`src/rtl/tam_pkg.sv`:
```
// ----------------------------------------------------------------------------
// tam_pkg: shared widths and types of the TRIAD attitude matrix unit
// Fixed-point widths of the frame lanes and the matrix merge, and the
// structs that carry one item between the pipeline sections.
// ----------------------------------------------------------------------------
package tam_pkg;

    // input component width (signed Q1.15) and result width (signed Q3.20)
    localparam int CW = 16;
    localparam int RW = 24;

    // working fraction of unit vectors (Q30)
    localparam int WORK_FRAC = 30;

    // raw cross product term (Q30 of the Q15 inputs) and its magnitude
    localparam int XW = 2 * CW + 1;
    localparam int AW = 2 * CW;
    localparam int LW = $clog2(AW);

    // the largest normalized magnitude lies in [2^29, 2^30)
    localparam int MW = WORK_FRAC;

    // norm, square root remainder and radicand
    localparam int NW = 32;
    localparam int RMW = NW + 2;
    localparam int RADW = 2 * NW;
    localparam int SQRT_CYCLES = NW / 2;

    // dividend of the unit vector divide, two quotient bits a cycle
    localparam int DW = MW + WORK_FRAC + 1;
    localparam int DIV_CYCLES = NW / 2;

    // t2, t3 and their products
    localparam int T2W = NW;
    localparam int PW = T2W + CW;
    localparam int T3W = T2W + 1;

    // matrix accumulator and rounding shift down to the output format
    localparam int ACCW = 2 * T3W + 2;
    localparam int RSH = 2 * WORK_FRAC - (RW - 4);
    localparam int P1SH = 2 * WORK_FRAC - 2 * (CW - 1);
    localparam int NUM_ENT = 9;

    // stream payload widths
    localparam int IN_W = 12 * CW;
    localparam int OUT_W = NUM_ENT * RW;

    typedef logic [2:0][CW-1:0] t_vec;

    // front section result: normalized cross product magnitudes and norm
    typedef struct packed {
        t_vec                sun;
        logic [2:0][MW-1:0]  mag;
        logic [2:0]          neg;
        logic [NW-1:0]       norm;
        logic                degen;
    } t_front;

    // lane result: the triad of one frame
    typedef struct packed {
        t_vec                sun;
        logic [2:0][T2W-1:0] t2;
        logic [2:0][T3W-1:0] t3;
        logic                degen;
    } t_lane;

    typedef logic [NUM_ENT-1:0][RW-1:0] t_rot;

endpackage

```
`src/rtl/tam_unit.sv`:
```
// ----------------------------------------------------------------------------
// tam_unit: unit vector and third triad vector of one frame
// Three restoring dividers (two quotient bits a cycle) give t2 in Q30,
// then t3 = t2 x sun is formed one component at a time and rounded.
// ----------------------------------------------------------------------------
module tam_unit (
    input  logic            i_clk,
    input  logic            i_rst_n,
    input  logic            i_start,
    input  tam_pkg::t_front i_res,
    input  logic            i_take,
    output logic            o_ready,
    output logic            o_done,
    output tam_pkg::t_lane  o_res
);

    typedef enum logic [4:0] {
        S_IDLE  = 5'b00001,
        S_DIV   = 5'b00010,
        S_T3MUL = 5'b00100,
        S_T3RND = 5'b01000,
        S_DONE  = 5'b10000
    } t_state;

    t_state r_state, n_state;
    tam_pkg::t_front r_in, n_in;
    logic [2:0][tam_pkg::NW-1:0] r_drem, n_drem, r_dq, n_dq;
    logic [3:0] r_cnt, n_cnt;
    logic [1:0] r_k, n_k;
    logic signed [tam_pkg::PW-1:0] r_p1, n_p1, r_p2, n_p2;
    logic [2:0][tam_pkg::T3W-1:0] r_t3, n_t3;
    logic [2:0][tam_pkg::T2W-1:0] t2;

    // signed unit vector from the quotients
    always_comb begin
        for (int k = 0; k < 3; k++) begin
            t2[k] = r_in.neg[k] ? (~r_dq[k] + 1'b1) : r_dq[k];
        end
    end

    always_comb begin
        logic [tam_pkg::DW-1:0] d;
        logic [tam_pkg::NW:0] t;
        logic [tam_pkg::NW-1:0] rem, q;
        logic [tam_pkg::T2W-1:0] a, c;
        logic [tam_pkg::CW-1:0] b, e;
        logic signed [tam_pkg::PW:0] w;
        logic [tam_pkg::PW:0] wm, rnd;
        logic [tam_pkg::T3W-1:0] tm;
        n_state = r_state;
        n_in    = r_in;
        n_drem  = r_drem;
        n_dq    = r_dq;
        n_cnt   = r_cnt;
        n_k     = r_k;
        n_p1    = r_p1;
        n_p2    = r_p2;
        n_t3    = r_t3;
        d = '0;
        t = '0;
        rem = '0;
        q = '0;
        a = '0;
        b = '0;
        c = '0;
        e = '0;
        w = '0;
        wm = '0;
        rnd = '0;
        tm = '0;
        unique case (r_state)
            S_IDLE: begin
                if (i_start) begin
                    n_in = i_res;
                    // dividend mag * 2^30 + norm/2, top bits preload the remainder
                    for (int k = 0; k < 3; k++) begin
                        d = tam_pkg::DW'({i_res.mag[k], {tam_pkg::WORK_FRAC{1'b0}}})
                            + tam_pkg::DW'(i_res.norm >> 1);
                        n_drem[k] = tam_pkg::NW'(d[tam_pkg::DW-1:tam_pkg::NW]);
                        n_dq[k] = d[tam_pkg::NW-1:0];
                    end
                    n_cnt = '0;
                    n_state = S_DIV;
                end
            end
            S_DIV: begin
                for (int k = 0; k < 3; k++) begin
                    rem = r_drem[k];
                    q = r_dq[k];
                    for (int st = 0; st < 2; st++) begin
                        t = {rem, q[tam_pkg::NW-1]};
                        q = {q[tam_pkg::NW-2:0], 1'b0};
                        if (t >= {1'b0, r_in.norm}) begin
                            t = t - {1'b0, r_in.norm};
                            q[0] = 1'b1;
                        end
                        rem = t[tam_pkg::NW-1:0];
                    end
                    n_drem[k] = rem;
                    n_dq[k] = q;
                end
                n_cnt = r_cnt + 4'd1;
                if (r_cnt == 4'(tam_pkg::DIV_CYCLES - 1)) begin
                    n_k = '0;
                    n_state = S_T3MUL;
                end
            end
            S_T3MUL: begin
                case (r_k)
                    2'd0: begin
                        a = t2[1]; b = r_in.sun[2]; c = t2[2]; e = r_in.sun[1];
                    end
                    2'd1: begin
                        a = t2[2]; b = r_in.sun[0]; c = t2[0]; e = r_in.sun[2];
                    end
                    2'd2: begin
                        a = t2[0]; b = r_in.sun[1]; c = t2[1]; e = r_in.sun[0];
                    end
                    default: begin
                        a = '0; b = '0; c = '0; e = '0;
                    end
                endcase
                n_p1 = $signed(a) * $signed(b);
                n_p2 = $signed(c) * $signed(e);
                n_state = S_T3RND;
            end
            S_T3RND: begin
                // round to Q30, ties away from zero
                w = r_p1 - r_p2;
                wm = w[tam_pkg::PW] ? (~w + 1'b1) : w;
                rnd = (wm + ((tam_pkg::PW+1)'(1) << (tam_pkg::CW - 2))) >> (tam_pkg::CW - 1);
                tm = rnd[tam_pkg::T3W-1:0];
                n_t3[r_k] = w[tam_pkg::PW] ? (~tm + 1'b1) : tm;
                n_k = r_k + 2'd1;
                n_state = (r_k == 2'd2) ? S_DONE : S_T3MUL;
            end
            S_DONE: begin
                if (i_take) n_state = S_IDLE;
            end
            default: n_state = S_IDLE;
        endcase
    end

    // control
    always_ff @(posedge i_clk) begin
        if (!i_rst_n) begin
            r_state <= S_IDLE;
        end else begin
            r_state <= n_state;
        end
    end

    // payload
    always_ff @(posedge i_clk) begin
        r_in   <= n_in;
        r_drem <= n_drem;
        r_dq   <= n_dq;
        r_cnt  <= n_cnt;
        r_k    <= n_k;
        r_p1   <= n_p1;
        r_p2   <= n_p2;
        r_t3   <= n_t3;
    end

    assign o_ready = (r_state == S_IDLE);
    assign o_done  = (r_state == S_DONE);
    assign o_res.sun   = r_in.sun;
    assign o_res.t2    = t2;
    assign o_res.t3    = r_t3;
    assign o_res.degen = r_in.degen;

endmodule

```
`config.mk`:
```
export PLATFORM = sky130hd
export DESIGN_NAME = tam_unit
export DESIGN_NICKNAME = d
export VERILOG_FILES = /design/src/rtl/tam_pkg.sv /design/src/rtl/tam_unit.sv
export SDC_FILE = /design/constraint.sdc
export NUM_CORES = 2
export LEC_CHECK = 0
export ABC_AREA = 1
export BUFFER_PORTS_ARGS = -buffer_cell sky130_fd_sc_hd__buf_4
export CAP_MARGIN = 5
export CORE_ASPECT_RATIO = 0.6
export CORE_MARGIN = 2
export CORE_UTILIZATION = 70
export DETAILED_ROUTE_END_ITERATION = 12
export PLACE_DENSITY = 0.91
export SLEW_MARGIN = 10
export SYNTH_ARGS = -nofsm -noshare
export SYNTH_HDL_FRONTEND = slang
export SYNTH_SLANG_ARGS = --single-unit
```
`constraint.sdc`:
```
create_clock -name i_clk -period 15.2 [get_ports i_clk]
set_input_delay 1.52 -clock i_clk [delete_from_list [all_inputs] [get_ports i_clk]]
set_output_delay 1.52 -clock i_clk [all_outputs]
set_load 0.02 [all_outputs]
```
* Yosys cells after proc, flatten, opt, wreduce, memory -nomap -nowiden
Index checks and enable logic that the tools add are counted.
** Storage, ports and cells
- Input bits :: 178
- Output and inout port bits :: 246
- Flip-flop bits (word level) :: 482
- Logic and storage cells :: 116
** Operators by class
- Mux-type cells :: 44
- Bitwise gates (word level) :: 5
- Magnitude comparators :: 8
- Reductions and logical operators :: 8
- $mul :: 2
- Eq/ne operators :: 11
- $add $sub $neg :: 18
** Operators by type and width (count)
- $mux 32 :: 14
- $pmux 96 s2 :: 2
- $ge 33x32->1 :: 6
- $mux 96 :: 2
- $pmux 32 s3 :: 2
- $sub 32x32->32 :: 6
- $add 60x31->61 :: 3
- $bwmux 99 :: 1
- $add 32x1->32 const B :: 3
- $mul 32x16->48 :: 2
- $not 32->32 :: 3
- $pmux 16 s3 :: 2
- $demux 33 s2 :: 1
- $mux 33 :: 2
- $sub 48x48->49 :: 1
- $add 48x1->48 const B :: 1
- $add 48x15->48 const B :: 1
- $mux 48 :: 1
- $not 48->48 :: 1
- $add 33x1->33 const B :: 1
- $not 33->33 :: 1
- $mux 16 :: 2
- $pmux 5 s5 :: 1
- $mux 5 :: 4
- other kinds (23) :: 33

* Depth between registers and ports, before layout
- Depth in word-level cells :: 9
- Gate-level depth with buffers :: 49
- Depth with buffers taken out :: 48

* Worst setup path after synthesis
OpenSTA, ideal clock, no wires.
- Path kind :: input to register
- Start point :: input port i_start
- End point :: register r_cnt[0] (enable)
- Data required time :: 14636 ps
- Path slack :: 5026 ps
- Stages on the path :: 4
- Path buffers :: 0
- Data arrival time :: 9610 ps
- Library setup time :: 564 ps
- Cell sequence :: inv_1 > nor2_1 > inv_1 > nand2_1
** On the way
- Cells in the longest elaborated chain, start to end :: 2
** Ends and longest elaborated chain
- from (decl) :: line tam_unit.sv:9 : input logic i_start,
- $ne 2x2->1 (no line)
- $reduce_and 2->1 (no line)
- to (signal assigned) :: line tam_unit.sv:158 : r_cnt <= n_cnt;
- to (decl) :: line tam_unit.sv:28 : logic [3:0] r_cnt, n_cnt;
Every way passes these cells.
A chain may end at the register's enable or synchronous reset.

* Worst setup path after layout
- Start point :: register r_dq[2] in the netlist's numbering
- End point :: register r_p2[47] in the netlist's numbering (data pin)
** On the way
- Cells in the longest elaborated chain, start to end :: 6
** Ends and longest elaborated chain
- from (decl) :: line tam_unit.sv:27 : logic [2:0][tam_pkg::NW-1:0] r_drem, n_drem, r_dq, n_dq;
- from (signal assigned) :: line tam_unit.sv:157 : r_dq <= n_dq;
- $not 32->32 :: line tam_unit.sv:37 : t2[k] = r_in.neg[k] ? (~r_dq[k] + 1'b1) : r_dq[k];
- $add 32x1->32 :: line tam_unit.sv:37
- $mux 32 * :: line tam_unit.sv:37
- $pmux 32 s3 * :: line tam_unit.sv:109 : case (r_k)
- $mux 32 * :: line tam_unit.sv:71 : unique case (r_state)
- $mul 32x16->48 * :: line tam_unit.sv:124 : n_p2 = $signed(c) * $signed(e);
- to (signal assigned) :: line tam_unit.sv:161 : r_p2 <= n_p2;
- to (decl) :: line tam_unit.sv:30 : logic signed [tam_pkg::PW-1:0] r_p1, n_p1, r_p2, n_p2;
Mark *: on every way between the ends. The rest lies on a longest branch, timed or not. The select of a mux whose other input is x is not followed.

==> flow_metrics.py <==
metrics = {
    "status": {
        "status": "finished, final reports clean",
    },
    "die": {
        "dieArea_um2": 114200,
        "start_util": 0.7087,
        "row_count": 94,
        "coreArea_um2": 110100,
        "die_h_um": 262.6,
        "die_x_um": 435,
        "io_pins": 424,
    },
    "yosys": {
        "synth_fp_nets": 12015,
        "synth_cell_types": 62,
        "synth_edf_count": 477,
        "syn_avg_cell_area_um2": 7.521,
        "netlist_instances": 10374,
        "ys.flop_type": "edfxtp_1",
        "ys_seq_elements": 482,
        "ys_warn_count": 0,
        "syn_area_um2": 78020,
        "synthTopCellsByArea": "fa_1 (25%), edfxtp_1 (18%), nand2_1 (13%), inv_1 (12%), ha_1 (7.8%)",
        "ys_seq_area_frac": 0.1849,
        "synthArstFlopShare": 0,
        "synth_top_area_cell": "fa_1",
        "yosysTopAreaCellShare": 0.2512,
    },
    "route": {
        "viasPerCell": 6.049,
        "wl_per_cell_um": 22.67,
        "routed_wl_mm": 276.0,
        "num_vias": 73638,
        "drt-initial-drc-count": 11026,
        "drc_errors": 0,
        "drt_pass1_iterations": 10,
        "final_antenna_net_count": 0,
    },
    "finish": {
        "nets": 12276,
        "final_cell_mix": "nand2_1 (2,689), inv_1 (2,513), fa_1 (979)",
        "syn2layout_area_growth_pct": 8.174,
        "num-fill-cells": 7913,
        "layout_commonest_cell": "nand2_1",
        "final_core_util": 0.7667,
        "drive_gt1_frac": 0.08091,
        "layout.cells.non_filler": 12173,
    },
    "timing": {
        "relSlewSlack": 0.1043,
        "holdWs_ns": 0.6076,
        "min_period_ns": 10.58,
        "fmax_mhz": 94.53,
        "clock_skew_ns": 0.04995,
        "rsz0062_at_grt": "no",
        "min_period_over_period": 0.6960,
        "finalSetupViolations": 0,
        "slew_violations": 0,
        "finalHoldViolations": 0,
        "tightest_slew_ns": 1.340,
        "setup-tns-final_ns": 0,
    },
    "power": {
        "design_power_total_mw": 14.61,
        "power_leakage_nw": 45.83,
        "ir_worst_vdd_mv": 0.2009,
        "p_per_area_nw_per_um2": 173.1,
    },
    "cts": {
        "hold_buffers": 0,
        "clk-insertion-delay-late_ns": 0.70,
        "clock_sinks": 482,
        "clockRootBuffer": "clkbuf_16",
        "ctsResizeCount": 0,
        "post-cts-setup-buffers": 0,
        "cts_tree": "yes",
        "path_clk_slew_ns": 0.07,
        "clockBufferDepth": 3,
        "htreeDepth": 2,
        "numCtsBuffers": 52,
    },
    "critical_path": {
        "critPathLaunchType": "flip-flop",
        "crit_type": "reg2reg",
        "worstPathRequired_ns": 15.63,
        "cpPeakStageDelay_ns": 0.91,
        "cp.arrival_ns": 11.00,
        "cp_max_fo": 16,
        "r2r_slack_ns": 4.62,
        "cp_slowest_cell": "fa_1",
        "cp-end-kind": "flip-flop",
    },
    "flow_run": {
        "max_cap_viol_count": 0,
    },
    "grt": {
        "grt_max_degree": 94,
        "overflow": 0,
        "grt_pass1_wl_mm": 418.4,
        "gr-usage-all-layers": 0.4782,
        "grt_pass1_vias": 72926,
        "antenna_found_initial": 13,
    },
    "placed_design": {
        "gp_congestion": 1.073,
        "dpl.cell_count": 12068,
        "portBuffers": 423,
        "dp_hpwl_mm": 220.0,
    },
    "min_path": {
        "min_path_type": "reg2reg",
    },
}
==> where the power goes <==
| group | total (mW) | internal [mW] | switching [mW] |
|---|---|---|---|
| sequential | 2.04 | 1.95 | 0.0914 |
| combinational | 11.1 | 3.83 | 7.30 |
| clock | 1.44 | 0.766 | 0.675 |
==> layout make-up <==
| cell class | count | area [um^2] | area share |
|---|---|---|---|
| sequential | 482 | 14420 | 0.1709 |
| timing repair buffer | 542 | 4069 | 0.04821 |
| antenna | 6 | 15.01 | 0.0001779 |
| tap | 1488 | 1862 | 0.02206 |
| clock inverter | 41 | 469.2 | 0.005559 |
| clock buffer | 57 | 1394 | 0.01652 |
| inverter | 2554 | 9588 | 0.1136 |
| multi-input combinational | 7003 | 52580 | 0.6230 |
==> cells by family (layout without fill, tap and decap cells) <==
| group | Yosys count | count (layout) | synth area share |
|---|---|---|---|
| AO/OA/AOI/OAI | 1106 | 1106 | 0.08017 |
| XOR/XNOR | 448 | 448 | 0.05029 |
| adder cells (fa/ha/maj) | 1463 | 1463 | 0.3288 |
| buffers and inverters | 2889 | 3194 | 0.1422 |
| flip-flops | 482 | 482 | 0.1849 |
| multiplexers | 1 | 1 | 0.0001283 |
| other | 0 | 6 | 0 |
| AND/OR/NAND/NOR | 3985 | 3985 | 0.2135 |
==> metrics by stage <==
step | worst slack [ns] | cell area [um^2]
after detailed placement | 4.990 | 82510
after floorplan | 5.026 | 78020
after global routing | 4.038 | 84380
after global placement | 5.078 | 82510
after CTS | 4.938 | 84370
final | 4.621 | 84400
==> cells in the mapped netlist, drive strengths merged, types with 19 or more instances <==
master / instances
a21oi: 409
a31oi: 50
o21ai: 431
buf: 97
o221ai: 49
inv: 2540
o21bai: 19
xor2: 294
nand3: 377
nor2: 561
nand4: 95
o211ai: 28
clkbuf: 238
ha: 484
nand3b: 24
or2: 33
o21a: 41
nor3: 81
nor4: 24
edfxtp: 477
xnor2: 154
nand2: 2773
fa: 979
==> state kept, by name (all words and copies together), names as in the netlist <==
register / cells
r_state: 5
o_res: 148
r_drem: 96
r_dq: 96
r_in: 35
r_k: 2
r_p2: 48
r_cnt: 4
r_p1: 48
==> metal layers <==
layer / wire length [um] / track usage
met3: 54260 / 0.2386
met2: 106100 / 0.6458
met5: 390 / 0.008271
met4: 13330 / 0.1854
met1: 101900 / 0.6532
==> worst max-delay path, delay by kind of cell (launching register included) <==
kind / cells / cell delay, ns
adders and majority gates: 7 / 4.25
buffers and inverters: 6 / 0.49
xor gates and xnor gates: 2 / 0.41
and+or+nand+nor: 13 / 3.92
DFF: 1 / 0.42
AOI/OAI and AO/OA: 4 / 0.82
==> path summary, 6_finish.rpt <==
| kind | from | to | cells after the start |
|---|---|---|---|
| setup reg to reg | r_dq[2] | r_p2[47] | 32 |
| hold / removal | r_cnt[0] | r_cnt[0] | 1 |
| setup / recovery | r_dq[2] | r_p2[47] | 32 |
| hold reg to reg | r_cnt[0] | r_cnt[0] | 1 |
Note: power is estimated with default switching activity, not from simulation.
